===== src/rtl/mds_pkg.sv =====
// Motor drive supervisor package: shared types, state codes, frame ids and
// fixed-point constants. No dependencies.
package mds_pkg;

    // drive states; the LED color code uses the same values
    localparam logic [1:0] ST_IDLE = 2'd0;
    localparam logic [1:0] ST_RUN  = 2'd1;
    localparam logic [1:0] ST_OVER = 2'd2;

    // CAN identifiers
    localparam logic [10:0] BRAKE_ID    = 11'd1;
    localparam logic [10:0] BATTERY_ID  = 11'd2;
    localparam logic [10:0] STEERING_ID = 11'd3;
    localparam logic [10:0] ENCODER_ID  = 11'd4;

    // configuration register indexes
    localparam int CFG_IDX_W = 4;
    localparam logic [CFG_IDX_W-1:0] CFG_MAX_CURRENT     = 4'd0;
    localparam logic [CFG_IDX_W-1:0] CFG_PWM_TOP         = 4'd1;
    localparam logic [CFG_IDX_W-1:0] CFG_DUTY_BASE       = 4'd2;
    localparam logic [CFG_IDX_W-1:0] CFG_DUTY_SLOPE      = 4'd3;
    localparam logic [CFG_IDX_W-1:0] CFG_LOWPASS_WEIGHT  = 4'd4;
    localparam logic [CFG_IDX_W-1:0] CFG_RPM_WORD_SEL    = 4'd5;
    localparam logic [CFG_IDX_W-1:0] CFG_CURRENT_SCALE   = 4'd6;
    localparam logic [CFG_IDX_W-1:0] CFG_RESTART_MASK    = 4'd7;

    // configuration reset values
    localparam logic [15:0] RST_MAX_CURRENT     = 16'd8000;
    localparam logic [15:0] RST_PWM_TOP         = 16'h0319;
    localparam logic [9:0]  RST_DUTY_BASE       = 10'd100;
    localparam logic [15:0] RST_DUTY_SLOPE      = 16'd256;
    localparam logic [8:0]  RST_LOWPASS_WEIGHT  = 9'd26;
    localparam logic [1:0]  RST_RPM_WORD_SEL    = 2'd0;
    localparam logic [7:0]  RST_CURRENT_SCALE   = 8'd32;
    localparam logic [7:0]  RST_RESTART_MASK    = 8'd1;

    // control rule constants
    localparam logic [10:0] ADC_MIDPOINT = 11'd512;
    localparam logic [8:0]  WEIGHT_FULL  = 9'd256;
    localparam logic [7:0]  DEADMAN_MIN  = 8'd50;
    localparam logic [7:0]  BATT_START   = 8'h02;

    // duty = floor((throttle * ceil256 >> 8) / 100); reciprocal 2^30/100 rounded up,
    // exact for quotients below QUOT_LIMIT (anything larger saturates anyway)
    localparam logic [32:0] QUOT_LIMIT  = 33'd6553600;
    localparam logic [23:0] RECIP_K     = 24'd10737419;

    typedef struct packed {
        logic [15:0] max_current;
        logic [15:0] pwm_top;
        logic [9:0]  duty_base;
        logic [15:0] duty_slope;
        logic [8:0]  lowpass_weight;
        logic [1:0]  rpm_word_sel;
        logic [7:0]  current_scale;
        logic [7:0]  restart_mask;
    } cfg_t;

    typedef struct packed {
        logic accept;
        logic calc1;
        logic calc2;
        logic calc3;
        logic calc4;
        logic step;
    } cmd_t;

endpackage


===== src/rtl/mds_ctrl.sv =====
// Motor drive supervisor controller: sequences one request through the
// datapath phases and owns both handshakes. Depends on mds_pkg.
module mds_ctrl (
    input  logic          aclk,
    input  logic          aresetn,
    input  logic          s_valid,
    output logic          s_ready,
    output logic          m_valid,
    input  logic          m_ready,
    output mds_pkg::cmd_t cmd
);

    localparam logic [2:0] S_IDLE  = 3'd0;
    localparam logic [2:0] S_CALC1 = 3'd1;
    localparam logic [2:0] S_CALC2 = 3'd2;
    localparam logic [2:0] S_CALC3 = 3'd3;
    localparam logic [2:0] S_CALC4 = 3'd4;
    localparam logic [2:0] S_STEP  = 3'd5;

    logic [2:0] state_reg, state_next;
    logic       m_valid_reg, m_valid_next;
    logic       step_fire;

    assign s_ready   = (state_reg == S_IDLE);
    assign m_valid   = m_valid_reg;
    assign step_fire = (state_reg == S_STEP) && (!m_valid_reg || m_ready);

    always_comb begin
        cmd        = '0;
        cmd.accept = s_valid && s_ready;
        cmd.calc1  = (state_reg == S_CALC1);
        cmd.calc2  = (state_reg == S_CALC2);
        cmd.calc3  = (state_reg == S_CALC3);
        cmd.calc4  = (state_reg == S_CALC4);
        cmd.step   = step_fire;
    end

    always_comb begin
        state_next = state_reg;
        case (state_reg)
            S_IDLE:  if (s_valid) state_next = S_CALC1;
            S_CALC1: state_next = S_CALC2;
            S_CALC2: state_next = S_CALC3;
            S_CALC3: state_next = S_CALC4;
            S_CALC4: state_next = S_STEP;
            S_STEP:  if (step_fire) state_next = S_IDLE;
            default: state_next = S_IDLE;
        endcase
    end

    always_comb begin
        if (step_fire) begin
            m_valid_next = 1'b1;
        end else if (m_ready) begin
            m_valid_next = 1'b0;
        end else begin
            m_valid_next = m_valid_reg;
        end
    end

    always_ff @(posedge aclk) begin
        if (!aresetn) begin
            state_reg   <= S_IDLE;
            m_valid_reg <= 1'b0;
        end else begin
            state_reg   <= state_next;
            m_valid_reg <= m_valid_next;
        end
    end

endmodule


===== src/rtl/mds_datapath.sv =====
// Motor drive supervisor datapath: command latches, current filter, duty
// multiply chain, drive state rules and result register. Depends on mds_pkg.
module mds_datapath (
    input  logic          aclk,
    input  logic          aresetn,
    input  mds_pkg::cfg_t cfg,
    input  mds_pkg::cmd_t cmd,
    input  logic          s_func,
    input  logic [10:0]   s_frame_id,
    input  logic [7:0]    s_data_byte0,
    input  logic [7:0]    s_data_byte1,
    input  logic [7:0]    s_data_byte2,
    input  logic [7:0]    s_data_byte3,
    input  logic [7:0]    s_data_byte4,
    input  logic [7:0]    s_data_byte5,
    input  logic [7:0]    s_data_byte6,
    input  logic [7:0]    s_data_byte7,
    input  logic [9:0]    s_adc_sample,
    output logic [1:0]    m_state_code,
    output logic [15:0]   m_duty,
    output logic          m_dcdc_on,
    output logic [1:0]    m_led_color,
    output logic          m_frame_due,
    output logic [1:0]    m_frame_status,
    output logic [7:0]    m_frame_throttle,
    output logic [15:0]   m_frame_current,
    output logic [15:0]   m_frame_duty,
    output logic [15:0]   m_frame_rpm
);

    // control state
    logic [1:0]  drive_reg, drive_next;
    logic [7:0]  brake_reg, battery_reg, throttle_reg, restart_reg, deadman_reg;
    logic [15:0] rpm_reg, fc_reg, duty_reg, duty_next;
    logic        conv_reg, conv_next;

    // item and pipeline registers
    logic        tick_reg;
    logic [9:0]  adc_reg;
    logic [15:0] ma_reg;
    logic [31:0] prod_reg;
    logic [24:0] pnew_reg;
    logic [32:0] ceil_reg;
    logic [32:0] quot_reg;
    logic        big_reg;
    logic [15:0] d_reg;

    // result register
    logic [1:0]  out_state_reg, out_fstatus_reg;
    logic [15:0] out_duty_reg, out_fcur_reg, out_fduty_reg, out_frpm_reg;
    logic        out_conv_reg, out_due_reg;
    logic [7:0]  out_fthr_reg;

    logic [9:0]  offset;
    logic [17:0] ma_full;
    logic [8:0]  w_eff, w_inv;
    logic [24:0] fsum;
    logic [40:0] tprod;
    logic [46:0] recip;
    logic [15:0] rpm_word;
    logic [15:0] run_duty;

    always_comb begin
        case (cfg.rpm_word_sel)
            2'd0:    rpm_word = {s_data_byte1, s_data_byte0};
            2'd1:    rpm_word = {s_data_byte3, s_data_byte2};
            2'd2:    rpm_word = {s_data_byte5, s_data_byte4};
            2'd3:    rpm_word = {s_data_byte7, s_data_byte6};
            default: rpm_word = {s_data_byte1, s_data_byte0};
        endcase
    end

    assign offset  = ({1'b0, adc_reg} <= mds_pkg::ADC_MIDPOINT)
                   ? 10'(mds_pkg::ADC_MIDPOINT - {1'b0, adc_reg}) : 10'd0;
    assign ma_full = 18'(offset) * 18'(cfg.current_scale);
    assign w_eff   = (cfg.lowpass_weight > mds_pkg::WEIGHT_FULL)
                   ? mds_pkg::WEIGHT_FULL : cfg.lowpass_weight;
    assign w_inv   = mds_pkg::WEIGHT_FULL - w_eff;
    assign fsum    = pnew_reg + 25'(w_inv) * 25'(fc_reg);
    assign tprod   = 41'(throttle_reg) * 41'(ceil_reg);
    assign recip   = 47'(quot_reg[22:0]) * 47'(mds_pkg::RECIP_K);

    assign run_duty = (big_reg || d_reg > cfg.pwm_top) ? cfg.pwm_top : d_reg;

    always_comb begin
        drive_next = drive_reg;
        duty_next  = duty_reg;
        conv_next  = conv_reg;
        case (drive_reg)
            mds_pkg::ST_RUN: begin
                if (fc_reg > cfg.max_current) begin
                    duty_next  = '0;
                    drive_next = mds_pkg::ST_OVER;
                end else if (battery_reg == '0) begin
                    duty_next  = '0;
                    conv_next  = 1'b0;
                    drive_next = mds_pkg::ST_IDLE;
                end else if (brake_reg != '0 || deadman_reg < mds_pkg::DEADMAN_MIN) begin
                    duty_next = '0;
                end else begin
                    duty_next = run_duty;
                end
            end
            mds_pkg::ST_OVER: begin
                if (restart_reg != '0) begin
                    drive_next = mds_pkg::ST_RUN;
                end else begin
                    if (battery_reg == '0) begin
                        conv_next  = 1'b0;
                        drive_next = mds_pkg::ST_IDLE;
                    end
                    duty_next = '0;
                end
            end
            default: begin
                if (battery_reg == mds_pkg::BATT_START) begin
                    conv_next  = 1'b1;
                    drive_next = mds_pkg::ST_RUN;
                end else begin
                    drive_next = mds_pkg::ST_IDLE;
                    duty_next  = '0;
                end
            end
        endcase
    end

    always_ff @(posedge aclk) begin
        if (!aresetn) begin
            drive_reg    <= mds_pkg::ST_IDLE;
            brake_reg    <= '0;
            battery_reg  <= '0;
            throttle_reg <= '0;
            restart_reg  <= '0;
            deadman_reg  <= '0;
            rpm_reg      <= '0;
            fc_reg       <= '0;
            duty_reg     <= '0;
            conv_reg     <= 1'b0;
        end else begin
            if (cmd.accept && !s_func) begin
                if (s_frame_id == mds_pkg::BRAKE_ID) begin
                    brake_reg <= s_data_byte0;
                end else if (s_frame_id == mds_pkg::BATTERY_ID) begin
                    battery_reg <= s_data_byte0;
                end else if (s_frame_id == mds_pkg::STEERING_ID) begin
                    throttle_reg <= s_data_byte3;
                    restart_reg  <= s_data_byte1 & cfg.restart_mask;
                    deadman_reg  <= s_data_byte2;
                end else if (s_frame_id == mds_pkg::ENCODER_ID) begin
                    rpm_reg <= rpm_word;
                end
            end
            if (cmd.calc3 && tick_reg) begin
                fc_reg <= fsum[23:8];
            end
            if (cmd.step) begin
                drive_reg <= drive_next;
                duty_reg  <= duty_next;
                conv_reg  <= conv_next;
            end
        end
    end

    always_ff @(posedge aclk) begin
        if (cmd.accept) begin
            tick_reg <= s_func;
            adc_reg  <= s_adc_sample;
        end
        if (cmd.calc1) begin
            ma_reg   <= (ma_full > 18'hFFFF) ? 16'hFFFF : ma_full[15:0];
            prod_reg <= 32'(cfg.duty_slope) * 32'(rpm_reg);
        end
        if (cmd.calc2) begin
            pnew_reg <= 25'(w_eff) * 25'(ma_reg);
            ceil_reg <= {15'd0, cfg.duty_base, 8'd0} + {1'b0, prod_reg};
        end
        if (cmd.calc3) begin
            quot_reg <= tprod[40:8];
        end
        if (cmd.calc4) begin
            big_reg <= (quot_reg >= mds_pkg::QUOT_LIMIT);
            d_reg   <= recip[45:30];
        end
        if (cmd.step) begin
            out_state_reg   <= drive_next;
            out_duty_reg    <= duty_next;
            out_conv_reg    <= conv_next;
            out_due_reg     <= tick_reg;
            out_fstatus_reg <= tick_reg ? drive_reg : 2'd0;
            out_fthr_reg    <= tick_reg ? throttle_reg : 8'd0;
            out_fcur_reg    <= tick_reg ? fc_reg : 16'd0;
            out_fduty_reg   <= tick_reg ? duty_reg : 16'd0;
            out_frpm_reg    <= tick_reg ? rpm_reg : 16'd0;
        end
    end

    assign m_state_code     = out_state_reg;
    assign m_led_color      = out_state_reg;
    assign m_duty           = out_duty_reg;
    assign m_dcdc_on        = out_conv_reg;
    assign m_frame_due      = out_due_reg;
    assign m_frame_status   = out_fstatus_reg;
    assign m_frame_throttle = out_fthr_reg;
    assign m_frame_current  = out_fcur_reg;
    assign m_frame_duty     = out_fduty_reg;
    assign m_frame_rpm      = out_frpm_reg;

endmodule


===== src/rtl/motor_drive_supervisor.sv =====
// Motor drive supervisor top level: configuration registers, controller and
// datapath. Depends on mds_pkg, mds_ctrl and mds_datapath.
//
// Each request (a CAN frame or a timer tick with an ADC sample) produces one
// result. The result becomes valid after the control step and s_ready returns
// with it, so a new request is accepted only once the previous one is through: the
// datapath runs a fixed four-phase multiply chain (ADC scaling, low-pass filter,
// duty ceiling, throttle product and the reciprocal divide by 100) before the
// control step. The next request is accepted while the previous result waits;
// if the result is still not taken when the control step is due, the step waits
// for m_ready. Configuration writes are always accepted and should be made while
// idle.
module motor_drive_supervisor (
    input  logic                          aclk,
    input  logic                          aresetn,
    input  logic                          cfg_valid,
    output logic                          cfg_ready,
    input  logic [mds_pkg::CFG_IDX_W-1:0] cfg_index,
    input  logic [15:0]                   cfg_data,
    input  logic                          s_valid,
    output logic                          s_ready,
    input  logic                          s_func,
    input  logic [10:0]                   s_frame_id,
    input  logic [7:0]                    s_data_byte0,
    input  logic [7:0]                    s_data_byte1,
    input  logic [7:0]                    s_data_byte2,
    input  logic [7:0]                    s_data_byte3,
    input  logic [7:0]                    s_data_byte4,
    input  logic [7:0]                    s_data_byte5,
    input  logic [7:0]                    s_data_byte6,
    input  logic [7:0]                    s_data_byte7,
    input  logic [9:0]                    s_adc_sample,
    output logic                          m_valid,
    input  logic                          m_ready,
    output logic [1:0]                    m_state_code,
    output logic [15:0]                   m_duty,
    output logic                          m_dcdc_on,
    output logic [1:0]                    m_led_color,
    output logic                          m_frame_due,
    output logic [1:0]                    m_frame_status,
    output logic [7:0]                    m_frame_throttle,
    output logic [15:0]                   m_frame_current,
    output logic [15:0]                   m_frame_duty,
    output logic [15:0]                   m_frame_rpm
);

    mds_pkg::cfg_t cfg_reg;
    mds_pkg::cmd_t cmd;

    assign cfg_ready = 1'b1;

    always_ff @(posedge aclk) begin
        if (!aresetn) begin
            cfg_reg.max_current     <= mds_pkg::RST_MAX_CURRENT;
            cfg_reg.pwm_top         <= mds_pkg::RST_PWM_TOP;
            cfg_reg.duty_base       <= mds_pkg::RST_DUTY_BASE;
            cfg_reg.duty_slope      <= mds_pkg::RST_DUTY_SLOPE;
            cfg_reg.lowpass_weight  <= mds_pkg::RST_LOWPASS_WEIGHT;
            cfg_reg.rpm_word_sel    <= mds_pkg::RST_RPM_WORD_SEL;
            cfg_reg.current_scale   <= mds_pkg::RST_CURRENT_SCALE;
            cfg_reg.restart_mask    <= mds_pkg::RST_RESTART_MASK;
        end else if (cfg_valid && cfg_ready) begin
            case (cfg_index)
                mds_pkg::CFG_MAX_CURRENT:     cfg_reg.max_current     <= cfg_data;
                mds_pkg::CFG_PWM_TOP:         cfg_reg.pwm_top         <= cfg_data;
                mds_pkg::CFG_DUTY_BASE:       cfg_reg.duty_base       <= cfg_data[9:0];
                mds_pkg::CFG_DUTY_SLOPE:      cfg_reg.duty_slope      <= cfg_data;
                mds_pkg::CFG_LOWPASS_WEIGHT:  cfg_reg.lowpass_weight  <= cfg_data[8:0];
                mds_pkg::CFG_RPM_WORD_SEL:    cfg_reg.rpm_word_sel    <= cfg_data[1:0];
                mds_pkg::CFG_CURRENT_SCALE:   cfg_reg.current_scale   <= cfg_data[7:0];
                mds_pkg::CFG_RESTART_MASK:    cfg_reg.restart_mask    <= cfg_data[7:0];
                default: ;
            endcase
        end
    end

    mds_ctrl u_ctrl (
        .aclk    (aclk),
        .aresetn (aresetn),
        .s_valid (s_valid),
        .s_ready (s_ready),
        .m_valid (m_valid),
        .m_ready (m_ready),
        .cmd     (cmd)
    );

    mds_datapath u_datapath (
        .aclk             (aclk),
        .aresetn          (aresetn),
        .cfg              (cfg_reg),
        .cmd              (cmd),
        .s_func           (s_func),
        .s_frame_id       (s_frame_id),
        .s_data_byte0     (s_data_byte0),
        .s_data_byte1     (s_data_byte1),
        .s_data_byte2     (s_data_byte2),
        .s_data_byte3     (s_data_byte3),
        .s_data_byte4     (s_data_byte4),
        .s_data_byte5     (s_data_byte5),
        .s_data_byte6     (s_data_byte6),
        .s_data_byte7     (s_data_byte7),
        .s_adc_sample     (s_adc_sample),
        .m_state_code     (m_state_code),
        .m_duty           (m_duty),
        .m_dcdc_on        (m_dcdc_on),
        .m_led_color      (m_led_color),
        .m_frame_due      (m_frame_due),
        .m_frame_status   (m_frame_status),
        .m_frame_throttle (m_frame_throttle),
        .m_frame_current  (m_frame_current),
        .m_frame_duty     (m_frame_duty),
        .m_frame_rpm      (m_frame_rpm)
    );

    // one request in flight at a time
    a_single_request: assert property (@(posedge aclk) disable iff (!aresetn)
        s_valid && s_ready |=> !s_ready)
        else $error("request accepted while another is in flight");

    // frame fields are zero on frame requests
    a_frame_fields_zero: assert property (@(posedge aclk) disable iff (!aresetn)
        m_valid && !m_frame_due |-> m_frame_status == 2'd0 && m_frame_duty == 16'd0
            && m_frame_current == 16'd0 && m_frame_rpm == 16'd0)
        else $error("frame fields set on a frame request");

    // no drive outside the running state
    a_duty_zero: assert property (@(posedge aclk) disable iff (!aresetn)
        m_valid && (m_state_code == mds_pkg::ST_IDLE || m_state_code == mds_pkg::ST_OVER)
            |-> m_duty == 16'd0)
        else $error("nonzero duty while idle or overloaded");

    // converter must be on while running
    a_conv_running: assert property (@(posedge aclk) disable iff (!aresetn)
        m_valid && m_state_code == mds_pkg::ST_RUN |-> m_dcdc_on)
        else $error("running with converter off");

endmodule

===== config.mk =====
export PLATFORM = sky130hd
export DESIGN_NAME = motor_drive_supervisor
export DESIGN_NICKNAME = d
export VERILOG_FILES = /design/src/rtl/mds_pkg.sv /design/src/rtl/mds_ctrl.sv /design/src/rtl/mds_datapath.sv /design/src/rtl/motor_drive_supervisor.sv
export SDC_FILE = /design/constraint.sdc
export NUM_CORES = 2
export LEC_CHECK = 0
export BUFFER_PORTS_ARGS = -buffer_cell sky130_fd_sc_hd__buf_2
export CAP_MARGIN = 20
export CORE_UTILIZATION = 65
export CTS_CLUSTER_DIAMETER = 200
export CTS_CLUSTER_SIZE = 40
export DETAILED_ROUTE_END_ITERATION = 10
export GPL_ROUTABILITY_DRIVEN = 0
export GPL_TIMING_DRIVEN = 1
export PLACE_DENSITY = 0.81
export SYNTH_ARGS = -nofsm -noshare
export SYNTH_HDL_FRONTEND = slang
export SYNTH_HIERARCHICAL = 1
export SYNTH_SLANG_ARGS = --single-unit

===== constraint.sdc =====
create_clock -name aclk -period 8.25 [get_ports aclk]
set_clock_uncertainty 0.1 [all_clocks]
set_input_delay 1.2375 -clock aclk [delete_from_list [all_inputs] [get_ports aclk]]
set_output_delay 1.2375 -clock aclk [all_outputs]
set_load 0.02 [all_outputs]

After elaboration in Yosys (flattened, before gate mapping) --
Cells that the tools add are included.
Cells by class: $add $sub $neg 4, $mul 6, magnitude comparators 7, eq/ne operators 24, muxes and demuxes 25, bitwise logic cells 4, reductions and logical operators 29
Operator list (number):
- 16-bit 2-to-1 mux | 6
- 16-bit one-hot mux with 4 select lines | 1
- 9-bit by 16-bit multiplier with 24-bit output | 2
- 23-bit by 24-bit multiplier with 46-bit output, second input constant | 1
- 8-bit by 33-bit multiplier with 41-bit output | 1
- 18-bit by 32-bit adder with 33-bit output | 1
- 33-bit by 23-bit >= comparator with 1-bit output, second input constant | 1
- 16-bit > comparator | 2
- 16-bit by 16-bit multiplier with 32-bit output | 1
- 16-bit one-hot mux with 2 select lines | 1
- 24-bit adder | 1
- 11-bit by 2-bit == test with 1-bit output, second input constant | 2
- 2-bit AND reduction | 10
- 18-bit by 16-bit > comparator with 1-bit output, second input constant | 1
- 10-bit by 8-bit multiplier with 18-bit output | 1
- 3-bit one-hot mux with 6 select lines | 1
- 4-bit by 3-bit == test with 1-bit output, second input constant | 4
- 8-bit nonzero test | 2
- 11-bit by 1-bit == test with 1-bit output, second input constant | 1
- 11-bit by 3-bit == test with 1-bit output, second input constant | 1
- 10-bit less-or-equal comparator, second input constant | 1
- 10-bit 2-to-1 mux | 1
- 10-bit subtractor, first input constant | 1
- 9-bit > comparator, second input constant | 1
- 31 further kinds | 54
Storage, ports and cells: register bits 424, input bits 111, output and inout bits 83, logic and storage cells 137

Logic depth before layout (Yosys ltp) --
depth in word-level cells 7, mapped depth 32, gate-level depth less buffers 27

By module --
Netlist, hierarchy kept.
Modules (own cells, without submodules):
- mds_datapath | instances 1, cells an instance 5178, area each 50174.4 sq um, seq. area each 9128.8 sq um
- motor_drive_supervisor | instances 1, cells an instance 325, area each 3226.8 sq um, seq. area each 1701.6 sq um
- mds_ctrl | instances 1, cells an instance 28, area each 257.7 sq um, seq. area each 80.1 sq um

Worst setup path after synthesis --
Ideal clock, no wire load.
kind flip-flop to flip-flop, start register cfg_reg[26] in the netlist's numbering, end register u_datapath.fc_reg[15], library setup time 0.126 ns, arrival time 7.100 ns, required time 8.024 ns, setup slack 0.925 ns, stages on the path, launching flop included 32, buffers on the path 5, clock period less this slack 7.325 ns, cell sequence dfxtp_1 -> clkbuf_1 -> clkbuf_1 -> nor2b_1 -> clkbuf_1 -> clkbuf_1 -> inv_1 -> ha_1 -> nand2_1 -> or3_1 -> nor4_1 -> a21o_1 -> clkbuf_1 -> nand2_1 -> fa_1 -> fa_1 -> inv_1 -> fa_1 -> fa_1 -> inv_1 -> fa_1 -> inv_1 -> ha_1 -> and3_1 -> nand2_1 -> a31oi_1 -> o21bai_1 -> nand3_1 -> a211oi_1 -> xnor3_1 -> o21ai_0 -> a21boi_0
Between the ends: longest elaborated chain between the ends 5
Ends and longest elaborated chain:
- start, declared | line motor_drive_supervisor.sv:47 | mds_pkg::cfg_t cfg_reg;
- 9-bit > comparator | line mds_datapath.sv:76 | assign w_eff = (cfg.lowpass_weight > mds_pkg::WEIGHT_FULL)
- 9-bit 2-to-1 mux * | line mds_datapath.sv:77 | ? mds_pkg::WEIGHT_FULL : cfg.lowpass_weight;
- 9-bit subtractor * | line mds_datapath.sv:78 | assign w_inv = mds_pkg::WEIGHT_FULL - w_eff;
- 9-bit by 16-bit multiplier with 24-bit output * | line mds_datapath.sv:79 | assign fsum = pnew_reg + 25'(w_inv) * 25'(fc_reg);
- 24-bit adder * | line mds_datapath.sv:79
- end signal, assigned | line mds_datapath.sv:154 | fc_reg <= fsum[23:8];
- end, declared | line mds_datapath.sv:34 | logic [15:0] rpm_reg, fc_reg, duty_reg, duty_next;
Mark *: on every way between the ends. The rest lies on a longest branch, timed or not. A chain may end at the register's enable or synchronous reset.

Worst setup path in the final report --
Same ends and word-level chain as after synthesis.

==> impl_metrics.tcl <==
set metrics [dict create \
    routed.top_layer "met5" \
    synth_top_area_cell "fa_1" \
    avgSynthCellArea_um2 9.701 \
    final_cells 6680 \
    synthFlopType "edfxtp_1" \
    setup.worst_path.start_class "register" \
    status "completed" \
    core_area_mm2 0.08185 \
    die_area_mm2 0.08371 \
    hpwl_um 105900 \
    tns_ns 0 \
    ys_ff_latch 423 \
    ios 194 \
    hold_depth 0 \
    crit_path_end_kind "register" \
    grt_util_all_layers_pct 31.52 \
    netlist_area_mm2 0.05366 \
    rr_worst_depth 26 \
    drtIter0Drc 2997 \
    layout_common_cells "inv_1, fa_1, nand2_1" \
    cpMostUsedCell "fa_1" \
    final_common_cell "inv_1" \
    required_ns 8.63 \
    final_max_slew_viol_count 0 \
    postRouteAntennaNets 0 \
    cts_resized 0 \
    cts_tree "built" \
    p_leak_uw 0.02667 \
    synthArstFlopShare_pct 0 \
    yosysWarnings 6 \
    timing.rr.start "cfg_reg[26]" \
    hold_buffers 0 \
    yosysSeqAreaShare_pct 20.33 \
    cp.arrival_ns 7.99 \
    wl_per_cell_um 19.48 \
    peakVddDrop_mv 0.1400 \
    syn-num-nets 7059 \
    ctsRootBufferMaster "clkbuf_16" \
    synth_cell_type_count 92 \
    num_rows 105 \
    wirelength_um 130100 \
    holdPathEnd "u_datapath/ceil_reg[6]" \
    wl_met2_um 60400 \
    route.met3.wl_um 12670 \
    path_delay_family "adder cells" \
    maxCapViolCount 0 \
    viasPerCell 5.778 \
    num-fill-cells 6041 \
    synthTopCellsByArea "fa_1, edfxtp_1, ha_1, inv_1, dfxtp_1" \
    grt_pass1_vias 39260 \
    largest_reg_flops 85 \
    start_util_pct 65.56 \
    hold_viol 0 \
    drc 0 \
    grt_pass1_wl_um 205500 \
    clk_pin_slew_worst_paths_ns 0.16 \
    slowest_delay_ns 0.66 \
    cp_num_buf_inv 4 \
    fin_util_pct 68.48 \
    overflow 0 \
    fmax_mhz 131.5 \
    clock_latency_ns 0.58 \
    critPathSlowestCell "dfxtp_1" \
    synth_top_area_share_pct 31.23 \
    rsz0062_at_grt "no" \
    timing.slew.headroom_pct 24.45 \
    synth_cells 5531 \
    min_period_ns 7.606 \
    r2r_end "u_datapath/fc_reg[15]" \
    nets 7116 \
    cts_max_level 1 \
    setup_violations 0 \
    worst_slew_pin_slew_ns 1.130 \
    post_cts_buffers 0 \
    die_x_um 289.3 \
    reg2reg_slack_ns 0.64 \
    vias 38590 \
    io_buffers 192 \
    period_share_pct 92.19 \
    placedCellCount 6640 \
    die_y_um 289.3 \
    numCtsBuffers 14 \
    hold_class "reg2reg" \
    p_per_area_mw_per_mm2 103.0 \
    wl_met1_um 52120 \
    critPathKind "reg2reg" \
    hold_path_startpoint "u_datapath/prod_reg[6]" \
    synth-edff-count 244 \
    grt_max_degree 82 \
    syn_to_final_growth_pct 4.451 \
    power_uw 5771 \
    clockBufferDepth 3 \
    drive_above_1_share_pct 5.540 \
    grt_antenna_before_repair 17 \
    drtPass1Iterations 6 \
    whs_ns 0.3324 \
    crit_path_max_fanout 16 \
    cts_sinks 423 \
]
-- worst reg2reg max path, stage by stage, from the launching register on --
cell and delay [ns]:
dfxtp_1 0.66, nor2b_1 0.13, inv_1 0.08, ha_1 0.17, nand2_1 0.08, or3_1 0.37, nor4_1 0.23, a21o_1 0.48
nand2_1 0.17, fa_1 0.53, fa_1 0.54, inv_1 0.06, fa_1 0.52, fa_1 0.57, inv_1 0.06, fa_1 0.50
inv_1 0.05, ha_1 0.35, and3_1 0.20, nand2_1 0.07, a31oi_1 0.11, o21bai_1 0.34, nand3_1 0.15, a211oi_1 0.45
xnor3_1 0.28, o21ai_0 0.14, a21boi_0 0.12
-- how the worst max path moves through the flow --
stage                                      from                    end  slack, ns  cells after the start
after CTS                           cfg_reg[26]  u_datapath/fc_reg[15]       0.71                     26
final                               cfg_reg[26]  u_datapath/fc_reg[15]       0.64                     26
after global placement    u_datapath/adc_reg[3]  u_datapath/ma_reg[12]       0.92                     22
after detailed placement            cfg_reg[26]  u_datapath/fc_reg[15]       0.75                     26
after floorplan                     cfg_reg[26]  u_datapath/fc_reg[15]       0.92                     31
after global routing      u_datapath/adc_reg[3]  u_datapath/ma_reg[12]       0.11                     22
-- cell type report --
type / count / area [µm²] / area share [%]
Antenna cell: 14 / 35.03 / 0.06251
Multi-Input combinational cell: 3778 / 37750 / 67.34
Sequential cell: 423 / 10910 / 19.47
Tap cell: 1070 / 1339 / 2.389
Inverter: 1132 / 4249 / 7.581
Clock inverter: 1 / 20.02 / 0.03572
Clock buffer: 23 / 405.4 / 0.7233
Timing Repair Buffer: 239 / 1344 / 2.398
-- through the flow --
step                setup slack, ns  instance area (µm²)
CTS                          0.7073                55970
finish                       0.6444                56050
detailed placement           0.7527                55540
floorplan                    0.9248                53660
global placement             0.9224                55520
global route                 0.1105                56050
-- logic make-up (layout without fill, tap and decap cells) --
group | count (synthesis) | in the layout | share of synthesized area, %
DFF | 423 | 423 | 20.33
buffers and inverters | 1330 | 1395 | 9.411
adders and majority gates | 1417 | 1417 | 44.75
xor gates and xnor gates | 157 | 157 | 2.588
and+or+nand+nor | 1590 | 1590 | 14.28
muxes | 118 | 118 | 2.577
AOI/OAI and AO/OA | 495 | 495 | 6.058
other | 1 | 15 | 0.006989
-- cells in the mapped netlist (27+ instances only) --
master and count:
nand2_1 792, nor3_1 63, inv_1 1131, fa_1 837
xor2_1 44, a21oi_1 112, a21o_1 51, nor2b_1 46
nor2_1 118, and2_1 396, o21ai_0 121, mux2i_1 101
a21boi_0 52, edfxtp_1 244, clkbuf_1 162, xnor2_1 112
dfxtp_1 179, nand3_1 50, ha_1 580, o21a_1 27
-- where the power goes --
group	switching, µW	leakage (µW)	internal [µW]
logic	1300	0.0228	916
registers	129	0.00366	2390
clock network	681	0.000204	353
-- routing by layer --
layer	vias to the layer above	GRT usage [%]
li1	17350	-
met1	19200	42.68
met2	1731	50.66
met3	311	6.370
met4	2	11.04
met5	-	0
(Power assumes the default switching activity.)
